$ cat src/hw/rtl/ffp_pkg.sv
`default_nettype none

package ffp_pkg;

  // Significant bytes of the file formats
  localparam logic [7:0] CH_FASTA   = 8'h3E;  // '>'
  localparam logic [7:0] CH_FASTQ   = 8'h40;  // '@'
  localparam logic [7:0] CH_PLUS    = 8'h2B;  // '+'
  localparam logic [7:0] CH_COMMENT = 8'h23;  // '#'
  localparam logic [7:0] CH_LF      = 8'h0A;
  localparam logic [7:0] CH_CR      = 8'h0D;
  localparam logic [7:0] CH_TAB     = 8'h09;
  localparam logic [7:0] CH_SPACE   = 8'h20;

  localparam int unsigned CFG_IDX_W = 2;
  localparam int unsigned CFG_DATA_W = 8;
  localparam int unsigned SKIP_W = 3;

  localparam logic [CFG_IDX_W-1:0] CFG_SKIP_MASK  = 2'd0;
  localparam logic [CFG_IDX_W-1:0] CFG_LINE_BREAK = 2'd1;

  localparam logic [SKIP_W-1:0] SKIP_MASK_RST  = 3'd0;
  localparam logic [7:0]        LINE_BREAK_RST = CH_LF;

  // Bit positions in skip_mask
  localparam int unsigned SKIP_HDR  = 0;
  localparam int unsigned SKIP_SEQ  = 1;
  localparam int unsigned SKIP_QUAL = 2;

  typedef enum logic [1:0] {
    FMT_NONE    = 2'd0,
    FMT_FASTA   = 2'd1,
    FMT_FASTQ   = 2'd2,
    FMT_UNKNOWN = 2'd3
  } fmt_t;

  // FASTA only uses PH_IDLE and PH_HEADER (record open)
  typedef enum logic [1:0] {
    PH_IDLE      = 2'd0,
    PH_HEADER    = 2'd1,
    PH_WAIT_PLUS = 2'd2,
    PH_QUAL      = 2'd3
  } phase_t;

  typedef enum logic [1:0] {
    ROLE_IGNORE = 2'd0,
    ROLE_HDR    = 2'd1,
    ROLE_SEQ    = 2'd2,
    ROLE_QUAL   = 2'd3
  } role_t;

  typedef enum logic [2:0] {
    KIND_HEADER = 3'd0,
    KIND_SEQ    = 3'd1,
    KIND_QUAL   = 3'd2,
    KIND_DONE   = 3'd3,
    KIND_DROP   = 3'd4
  } kind_t;

  typedef struct packed {
    logic [7:0] data_byte;
    logic       stream_end;
  } in_item_t;

  typedef struct packed {
    logic [7:0] out_byte;
    logic [2:0] kind;
    logic       in_name;
    logic [1:0] format;
  } out_item_t;

endpackage

`default_nettype wire

$ cat src/hw/rtl/ffp_core.sv
`default_nettype none

module ffp_core (
  input  wire logic                          clk,
  input  wire logic                          rst_n,
  input  wire logic                          cfg_we,
  input  wire logic [ffp_pkg::CFG_IDX_W-1:0] cfg_idx,
  input  wire logic [ffp_pkg::CFG_DATA_W-1:0] cfg_data,
  input  wire logic                          acc,
  input  wire ffp_pkg::in_item_t             item,
  output logic                               res_vld,
  output ffp_pkg::out_item_t                 res
);

  logic [ffp_pkg::SKIP_W-1:0] skip_mask_r;
  logic [7:0]                 line_break_r;

  ffp_pkg::fmt_t   fmt_r,   fmt_nxt;
  ffp_pkg::phase_t phase_r, phase_nxt;
  ffp_pkg::role_t  role_r,  role_nxt;
  logic            start_r, start_nxt;
  logic            name_r,  name_nxt;
  logic            has_r,   has_nxt;

  always_ff @(posedge clk) begin
    if (!rst_n) begin
      skip_mask_r  <= ffp_pkg::SKIP_MASK_RST;
      line_break_r <= ffp_pkg::LINE_BREAK_RST;
    end else if (cfg_we) begin
      unique case (cfg_idx)
        ffp_pkg::CFG_SKIP_MASK:  skip_mask_r  <= cfg_data[ffp_pkg::SKIP_W-1:0];
        ffp_pkg::CFG_LINE_BREAK: line_break_r <= cfg_data;
        default: ;
      endcase
    end
  end

  always_comb begin
    logic [7:0]      b;
    ffp_pkg::fmt_t   fmt_eff;
    ffp_pkg::role_t  role_eff;
    logic            emit;
    logic            ws;
    logic            name_eff;

    b        = item.data_byte;
    fmt_eff  = fmt_r;
    role_eff = role_r;
    emit     = 1'b1;
    ws       = (b == ffp_pkg::CH_SPACE) || (b == ffp_pkg::CH_TAB) ||
               (b == ffp_pkg::CH_CR) || (b == ffp_pkg::CH_LF);
    name_eff = name_r && !ws;

    fmt_nxt   = fmt_r;
    phase_nxt = phase_r;
    role_nxt  = role_r;
    start_nxt = start_r;
    name_nxt  = name_r;
    has_nxt   = has_r;

    res_vld     = 1'b0;
    res.out_byte = 8'd0;
    res.kind     = ffp_pkg::KIND_DONE;
    res.in_name  = 1'b0;
    res.format   = fmt_r;

    if (item.stream_end) begin
      // close or drop the open record, then start afresh
      if (fmt_r == ffp_pkg::FMT_FASTA && phase_r != ffp_pkg::PH_IDLE) begin
        res_vld = 1'b1;
      end else if (fmt_r == ffp_pkg::FMT_FASTQ && phase_r != ffp_pkg::PH_IDLE) begin
        res_vld = 1'b1;
        if (!(phase_r == ffp_pkg::PH_QUAL && role_r == ffp_pkg::ROLE_QUAL && has_r))
          res.kind = ffp_pkg::KIND_DROP;
      end
      fmt_nxt   = ffp_pkg::FMT_NONE;
      phase_nxt = ffp_pkg::PH_IDLE;
      role_nxt  = ffp_pkg::ROLE_IGNORE;
      start_nxt = 1'b1;
      name_nxt  = 1'b0;
      has_nxt   = 1'b0;
    end else if (fmt_r == ffp_pkg::FMT_UNKNOWN) begin
      // drop everything until end of stream
    end else if (b == line_break_r) begin
      if (fmt_r == ffp_pkg::FMT_FASTQ) begin
        if (start_r && phase_r == ffp_pkg::PH_HEADER) begin
          phase_nxt = ffp_pkg::PH_WAIT_PLUS;
        end else if ((start_r && phase_r == ffp_pkg::PH_QUAL) ||
                     role_r == ffp_pkg::ROLE_QUAL) begin
          res_vld   = 1'b1;
          phase_nxt = ffp_pkg::PH_IDLE;
        end
      end
      start_nxt = 1'b1;
      role_nxt  = ffp_pkg::ROLE_IGNORE;
      name_nxt  = 1'b0;
      has_nxt   = 1'b0;
    end else begin
      if (start_r) begin
        start_nxt = 1'b0;
        has_nxt   = 1'b1;
        if (fmt_r == ffp_pkg::FMT_NONE) begin
          if (b == ffp_pkg::CH_COMMENT) begin
            role_nxt = ffp_pkg::ROLE_IGNORE;
            emit     = 1'b0;
          end else if (b == ffp_pkg::CH_FASTA) begin
            fmt_eff = ffp_pkg::FMT_FASTA;
          end else if (b == ffp_pkg::CH_FASTQ) begin
            fmt_eff = ffp_pkg::FMT_FASTQ;
          end else begin
            fmt_eff = ffp_pkg::FMT_UNKNOWN;
            emit    = 1'b0;
          end
        end
        fmt_nxt    = fmt_eff;
        res.format = fmt_eff;
        if (emit && fmt_eff == ffp_pkg::FMT_FASTA) begin
          if (b == ffp_pkg::CH_FASTA) begin
            // a new header closes the previous record
            res_vld   = (phase_r != ffp_pkg::PH_IDLE);
            phase_nxt = ffp_pkg::PH_HEADER;
            role_nxt  = ffp_pkg::ROLE_HDR;
            name_nxt  = 1'b1;
            emit      = 1'b0;
          end else begin
            role_eff = (phase_r != ffp_pkg::PH_IDLE) ? ffp_pkg::ROLE_SEQ
                                                     : ffp_pkg::ROLE_IGNORE;
          end
        end else if (emit) begin
          case (phase_r)
            ffp_pkg::PH_IDLE: begin
              if (b == ffp_pkg::CH_FASTQ) begin
                phase_nxt = ffp_pkg::PH_HEADER;
                role_nxt  = ffp_pkg::ROLE_HDR;
                name_nxt  = 1'b1;
              end else begin
                role_nxt = ffp_pkg::ROLE_IGNORE;
              end
              emit = 1'b0;
            end
            ffp_pkg::PH_HEADER: begin
              phase_nxt = ffp_pkg::PH_WAIT_PLUS;
              role_eff  = ffp_pkg::ROLE_SEQ;
            end
            ffp_pkg::PH_WAIT_PLUS: begin
              if (b == ffp_pkg::CH_PLUS) phase_nxt = ffp_pkg::PH_QUAL;
              role_nxt = ffp_pkg::ROLE_IGNORE;
              emit     = 1'b0;
            end
            default: role_eff = ffp_pkg::ROLE_QUAL;
          endcase
        end
      end
      if (emit) begin
        role_nxt     = role_eff;
        res.out_byte = b;
        case (role_eff)
          ffp_pkg::ROLE_HDR: begin
            name_nxt    = name_eff;
            res_vld     = !skip_mask_r[ffp_pkg::SKIP_HDR];
            res.kind    = ffp_pkg::KIND_HEADER;
            res.in_name = name_eff;
          end
          ffp_pkg::ROLE_SEQ: begin
            res_vld  = !skip_mask_r[ffp_pkg::SKIP_SEQ];
            res.kind = ffp_pkg::KIND_SEQ;
          end
          ffp_pkg::ROLE_QUAL: begin
            res_vld  = !skip_mask_r[ffp_pkg::SKIP_QUAL];
            res.kind = ffp_pkg::KIND_QUAL;
          end
          default: res.out_byte = 8'd0;
        endcase
      end
    end
  end

  always_ff @(posedge clk) begin
    if (!rst_n) begin
      fmt_r   <= ffp_pkg::FMT_NONE;
      phase_r <= ffp_pkg::PH_IDLE;
      role_r  <= ffp_pkg::ROLE_IGNORE;
      start_r <= 1'b1;
      name_r  <= 1'b0;
      has_r   <= 1'b0;
    end else if (acc) begin
      fmt_r   <= fmt_nxt;
      phase_r <= phase_nxt;
      role_r  <= role_nxt;
      start_r <= start_nxt;
      name_r  <= name_nxt;
      has_r   <= has_nxt;
    end
  end

  // format is sticky until end of stream
  a_fmt_sticky: assert property (@(posedge clk) disable iff (!rst_n)
    (fmt_r != ffp_pkg::FMT_NONE && !(acc && item.stream_end)) |=> $stable(fmt_r))
    else $error("detected format changed inside a stream");

  a_fasta_phase: assert property (@(posedge clk) disable iff (!rst_n)
    (fmt_r == ffp_pkg::FMT_FASTA) |->
      (phase_r == ffp_pkg::PH_IDLE || phase_r == ffp_pkg::PH_HEADER))
    else $error("FASTA record phase out of range");

  a_name_in_header: assert property (@(posedge clk) disable iff (!rst_n)
    name_r |-> (role_r == ffp_pkg::ROLE_HDR))
    else $error("name open outside a header line");

endmodule

`default_nettype wire

$ cat src/hw/rtl/ffp_skid.sv
`default_nettype none

module ffp_skid (
  input  wire logic               clk,
  input  wire logic               rst_n,
  input  wire logic               push,
  input  wire ffp_pkg::out_item_t push_data,
  output logic                    space,
  output logic                    out_valid,
  input  wire logic               out_ready,
  output ffp_pkg::out_item_t      out_data
);

  logic               main_vld_r, main_vld_nxt;
  logic               skid_vld_r, skid_vld_nxt;
  ffp_pkg::out_item_t main_r, main_nxt;
  ffp_pkg::out_item_t skid_r, skid_nxt;

  // skid empty means a new word can always be absorbed
  assign space     = !skid_vld_r;
  assign out_valid = main_vld_r;
  assign out_data  = main_r;

  always_comb begin
    main_vld_nxt = main_vld_r;
    skid_vld_nxt = skid_vld_r;
    main_nxt     = main_r;
    skid_nxt     = skid_r;
    if (!main_vld_r || out_ready) begin
      // advance: skid first, else the new word
      main_vld_nxt = skid_vld_r || push;
      main_nxt     = skid_vld_r ? skid_r : push_data;
      skid_vld_nxt = 1'b0;
    end else if (push) begin
      // hold the new word behind the stalled one
      skid_vld_nxt = 1'b1;
      skid_nxt     = push_data;
    end
  end

  always_ff @(posedge clk) begin
    if (!rst_n) begin
      main_vld_r <= 1'b0;
      skid_vld_r <= 1'b0;
    end else begin
      main_vld_r <= main_vld_nxt;
      skid_vld_r <= skid_vld_nxt;
    end
  end

  always_ff @(posedge clk) begin
    main_r <= main_nxt;
    skid_r <= skid_nxt;
  end

  a_skid_behind_main: assert property (@(posedge clk) disable iff (!rst_n)
    skid_vld_r |-> main_vld_r)
    else $error("skid word without a word in front of it");

  a_no_overrun: assert property (@(posedge clk) disable iff (!rst_n)
    push |-> !skid_vld_r)
    else $error("word pushed into full buffer");

  a_stall_fills_skid: assert property (@(posedge clk) disable iff (!rst_n)
    (main_vld_r && !out_ready && push) |=> skid_vld_r)
    else $error("word lost on stalled output");

endmodule

`default_nettype wire

$ cat src/hw/rtl/fasta_fastq_record_parser.sv
`default_nettype none

// Tags a FASTA or FASTQ byte stream, one byte per cycle: each accepted input
// word is parsed in the cycle it is taken and gives at most one result word
// (header, name, sequence or quality byte, or a record complete/dropped
// marker). Input is accepted every cycle while the two-word output buffer has
// room, so throughput is one byte per clock whenever out_ready keeps up; a
// result is registered in the buffer's main or skid word before out_valid.
// A word with stream_end set flushes the open record and rearms format
// detection. cfg_ready is always high; write registers only while idle.

module fasta_fastq_record_parser (
  input  wire logic                           clk,
  input  wire logic                           rst_n,
  input  wire logic                           cfg_valid,
  output logic                                cfg_ready,
  input  wire logic [ffp_pkg::CFG_IDX_W-1:0]  cfg_index,
  input  wire logic [ffp_pkg::CFG_DATA_W-1:0] cfg_wdata,
  input  wire logic                           in_valid,
  output logic                                in_ready,
  input  wire ffp_pkg::in_item_t              in_data,
  output logic                                out_valid,
  input  wire logic                           out_ready,
  output ffp_pkg::out_item_t                  out_data
);

  logic               acc;
  logic               res_vld;
  ffp_pkg::out_item_t res;

  assign cfg_ready = 1'b1;
  assign acc       = in_valid && in_ready;

  ffp_core u_core (
    .clk      (clk),
    .rst_n    (rst_n),
    .cfg_we   (cfg_valid && cfg_ready),
    .cfg_idx  (cfg_index),
    .cfg_data (cfg_wdata),
    .acc      (acc),
    .item     (in_data),
    .res_vld  (res_vld),
    .res      (res)
  );

  ffp_skid u_skid (
    .clk       (clk),
    .rst_n     (rst_n),
    .push      (acc && res_vld),
    .push_data (res),
    .space     (in_ready),
    .out_valid (out_valid),
    .out_ready (out_ready),
    .out_data  (out_data)
  );

endmodule

`default_nettype wire
$ cat config.mk
export PLATFORM = sky130hd
export DESIGN_NAME = fasta_fastq_record_parser
export DESIGN_NICKNAME = d
export VERILOG_FILES = /design/src/hw/rtl/ffp_pkg.sv /design/src/hw/rtl/ffp_core.sv /design/src/hw/rtl/ffp_skid.sv /design/src/hw/rtl/fasta_fastq_record_parser.sv
export SDC_FILE = /design/constraint.sdc
export NUM_CORES = 1
export LEC_CHECK = 0
export ABC_AREA = 1
export BUFFER_PORTS_ARGS = -buffer_cell sky130_fd_sc_hd__buf_2
export CAP_MARGIN = 10
export CORE_ASPECT_RATIO = 0.8
export CORE_MARGIN = 3
export CORE_UTILIZATION = 52
export CTS_CLUSTER_DIAMETER = 80
export CTS_CLUSTER_SIZE = 40
export DETAILED_ROUTE_END_ITERATION = 8
export MAX_ROUTING_LAYER = met4
export PLACE_DENSITY = 0.8
export SYNTH_ARGS = -nofsm -noshare
export SYNTH_HDL_FRONTEND = slang
export SYNTH_SLANG_ARGS = --single-unit
$ cat constraint.sdc
create_clock -name clk -period 3.13 [get_ports clk]
set_input_delay 0.4695 -clock clk [delete_from_list [all_inputs] [get_ports clk]]
set_output_delay 0.4695 -clock clk [all_outputs]
set_load 0.02 [all_outputs]
==> reports/results.txt <==
area share of the largest cell type after synthesis -> 28.4%
Gate power share -> 23.7%
detailed-router iteration count before antenna repair -> 5
number of nets in the synthesized netlist -> 418
via count -> 2573
GRT Util Overall -> 20.5%
Die Area -> 6640 um^2
cell-by-cell trace of the critical path -> buf_2 -> inv_1 -> nand2_1 -> nor2_1 -> nand2_4 -> nand3_2 -> nand2_2 -> nand2_4 -> nand3_1 -> nand3_1 -> nand2_1 -> inv_1 -> ha_1 -> inv_1 -> o221ai_1 -> nand3_2 -> nand2_1 -> nand2_2 -> a21oi_2 -> buf_12
slowest library cell on the worst path -> sky130_fd_sc_hd__nor2_1
sequential cell fraction of total power -> 47.4%
Max Clock Freq -> 0.351 GHz
I/O Pins -> 41
DP Cell Count -> 498
unrepaired setup endpoints after global routing -> no
width of the chip -> 90.3 um
worst slew margin relative to its limit -> 60.9%
setup-violating endpoint count in the final report -> 0
remaining number of nets flagged by the antenna check after routing -> 0
setup slack on the worst flop-to-flop path -> 290 ps
routed length per instance -> 12.6 um
total grt overflow -> 0
cell taking the most area after synthesis -> sky130_fd_sc_hd__edfxtp_1
switching share of power -> 31.0%
most numerous cell types in the synthesized netlist -> sky130_fd_sc_hd__nand2_1, sky130_fd_sc_hd__inv_1, sky130_fd_sc_hd__nor2_1
ranking of synthesized cells by area -> sky130_fd_sc_hd__edfxtp_1, sky130_fd_sc_hd__dfxtp_1, sky130_fd_sc_hd__nand2_1
number of fill cells in the layout -> 471
most instantiated library cell after synthesis -> sky130_fd_sc_hd__nand2_1
Pint -> 1100 uW
mapped cell area -> 2960 um^2
share of synthesized flip-flops with an asynchronous set or reset -> 0%
share of the yosys chip area belonging to registers -> 43.3%
status -> completed
Root Buffer -> sky130_fd_sc_hd__clkbuf_8
Synth Instances -> 386
FF+latch count, synth -> 50
power density over the cells -> 470 nW/um^2
maximum cell stage delay along the critical path -> 210 ps
hold slack -> 375 ps
Port-buffer cells -> 39
average size of a mapped cell -> 7.67 um^2
vias per inst -> 5.08
Post-CTS Setup Repair Bufs -> 0
final hold violations -> 0
worst clock skew -> 8.13 ps
hold buffer count at CTS -> 0
CTS resizes -> 0
Final GP Congestion -> 0.979
number of buffer and inverter instances along the worst setup path -> 5
Max Slew Vio Count -> 0
max-cap violation count -> 0
antenna violations before repair -> 0
yosys warns -> 0
Clock Latency Late Sink -> 310 ps
critical path's top delay family -> simple AND/OR/NAND/NOR gates
CTS tree -> done
worst-path fanout max -> 14
total length of routed wires -> 6360 um
cts bufs inserted -> 5
initial core utilization -> 56.5%
Tot Pwr -> 1590 uW
final standard cell utilization of the core -> 64.5%
reported net switching power -> 492 uW
library cells used by synthesis -> 37
Die H -> 73.5 um
Leakage -> 0.00169 uW
vias in the first global route -> 2296
worst supply voltage drop on vdd -> 207 uV
Worst-Margin Slew -> 586 ps
ys flop type -> sky130_fd_sc_hd__edfxtp_1
layout cell share with drive strength beyond 1 -> 21.6%
Final Cycle Share -> 91.0%
Critical Path End Type -> flip-flop
antenna cells -> 0
clock-pin slew reported for the worst setup and hold paths after clock tree synthesis -> 100 ps
clk sink count -> 50
detailed-placement wirelength estimate -> 4990 um
Final Critical Period -> 2850 ps
Worst setup SP type -> input port
H-tree depth reported by CTS -> 2
global-route wire length before repair -> 10500 um
number of remaining DRC errors -> 0
Clk network pwr share -> 28.9%
final-stage net count -> 462
WP data arrival -> 2880 ps
Max Buffers Root-to-Sink -> 2
Std-Cell Core Area -> 5240 um^2
number of synthesized flops with an enable pin -> 28
Area Overhead vs Synth -> 14.2%
FP Rows -> 23
fin cells -> 506
class of the most critical setup path -> input port to flip-flop
Hold WC Path Type -> input port to flip-flop
Required @ worst endpoint -> 3160 ps
pin count of the biggest net entering global routing -> 19
DRC violation total after the first TritonRoute iteration -> 197
==> state kept, by name (all words and copies together), names as in the netlist <==
signal / flops
u_skid.out_data: 14
u_skid.skid_r: 14
u_core.line_break_r: 8
u_core.skip_mask_r: 3
u_core.fmt_r: 2
u_core.phase_r: 2
u_core.role_r: 2
u_core.has_r: 1
u_core.name_r: 1
u_core.start_r: 1
u_skid.out_valid: 1
u_skid.skid_vld_r: 1
==> worst reg2reg max path: stages (launching register included) <==
cell	delay, ps
sky130_fd_sc_hd__dfxtp_1	350
sky130_fd_sc_hd__nor2_1	340
sky130_fd_sc_hd__nand3_2	140
sky130_fd_sc_hd__nand2_2	100
sky130_fd_sc_hd__inv_4	50
sky130_fd_sc_hd__nand2_4	100
sky130_fd_sc_hd__nand3_1	90
sky130_fd_sc_hd__nand3_1	70
sky130_fd_sc_hd__nand2_1	130
sky130_fd_sc_hd__inv_1	160
sky130_fd_sc_hd__ha_1	210
sky130_fd_sc_hd__inv_1	50
sky130_fd_sc_hd__o221ai_1	200
sky130_fd_sc_hd__nand3_2	100
sky130_fd_sc_hd__nand2_1	80
sky130_fd_sc_hd__nand2_2	70
sky130_fd_sc_hd__a21oi_2	170
sky130_fd_sc_hd__buf_12	160
==> logic make-up after synthesis <==
family	Yosys count	share of synthesized area, %
buffers and inverters	68	8.96
other	1	0.127
flip-flops	50	43.3
AO/OA/AOI/OAI	49	9.81
adder cells (fa/ha/maj)	8	3.38
AND/OR/NAND/NOR	204	32.6
XOR/XNOR	6	1.78
==> layout by cell type (no fill, tap or decap), types with 2 or more instances in the layout <==
cell,instances
sky130_fd_sc_hd__a21oi_1,12
sky130_fd_sc_hd__a31o_2,2
sky130_fd_sc_hd__a31oi_1,4
sky130_fd_sc_hd__buf_2,39
sky130_fd_sc_hd__buf_4,4
sky130_fd_sc_hd__clkbuf_8,5
sky130_fd_sc_hd__clkinv_1,2
sky130_fd_sc_hd__dfxtp_1,22
sky130_fd_sc_hd__edfxtp_1,28
sky130_fd_sc_hd__ha_1,8
sky130_fd_sc_hd__inv_1,50
sky130_fd_sc_hd__inv_2,9
sky130_fd_sc_hd__nand2_1,103
sky130_fd_sc_hd__nand2_2,6
sky130_fd_sc_hd__nand2_4,3
sky130_fd_sc_hd__nand3_1,20
sky130_fd_sc_hd__nand3_2,5
sky130_fd_sc_hd__nand4_1,3
sky130_fd_sc_hd__nor2_1,47
sky130_fd_sc_hd__nor2_2,3
sky130_fd_sc_hd__nor3_1,3
sky130_fd_sc_hd__nor3_2,8
sky130_fd_sc_hd__o211ai_1,4
sky130_fd_sc_hd__o21ai_0,19
sky130_fd_sc_hd__xnor2_1,6
==> power by group through the flow <==
stage | sequential [uW] | clock [uW] | combinational [uW]
global route | 758 | 485 | 423
finish | 754 | 459 | 377
detailed placement | 769 | 0 | 371
CTS | 754 | 469 | 373
floorplan | 789 | 0 | 250
global placement | 768 | 0 | 365
==> path summary, 6_finish.rpt <==
| path | from | endpoint | depth (start not counted) |
|---|---|---|---|
| hold / removal | cfg_wdata[3] | u_core.line_break_r[3] | 3 |
| hold reg to reg | u_core.has_r | u_core.has_r | 2 |
| setup / recovery | in_data[6] | u_skid.skid_r[2] | 20 |
| setup reg to reg | u_core.fmt_r[0] | u_skid.skid_r[2] | 17 |
==> metal layers <==
layer	up-vias	global-route usage (%)	wire, um
li1	1327	-	-
met1	1134	27.3	2920
met2	101	32.1	2820
met3	11	3.58	520
met4	0	6.96	104
met5	-	-	0
==> final cells by class <==
class                      instances  area [um^2]  share of cell area [%]
multi-input combinational        268         1420                    41.9
sequential                        50         1280                    37.9
timing repair buffer              44          245                    7.26
inverter                          61          231                    6.85
tap                               75         93.8                    2.78
clock buffer                       5         68.8                    2.04
clock inverter                     3         42.5                    1.26
==> through the flow <==
step | worst slack, ps | cell area [um^2] | TNS, ps
2_1_floorplan | 218 | 2960 | 0
3_3_place_gp | 129 | 3270 | 0
3_5_place_dp | -0.213 | 3270 | -0.914
4_1_cts | 312 | 3380 | 0
5_1_grt | 34.8 | 3380 | 0
6_report | 282 | 3380 | 0
Power figures use the tool's default switching activity.
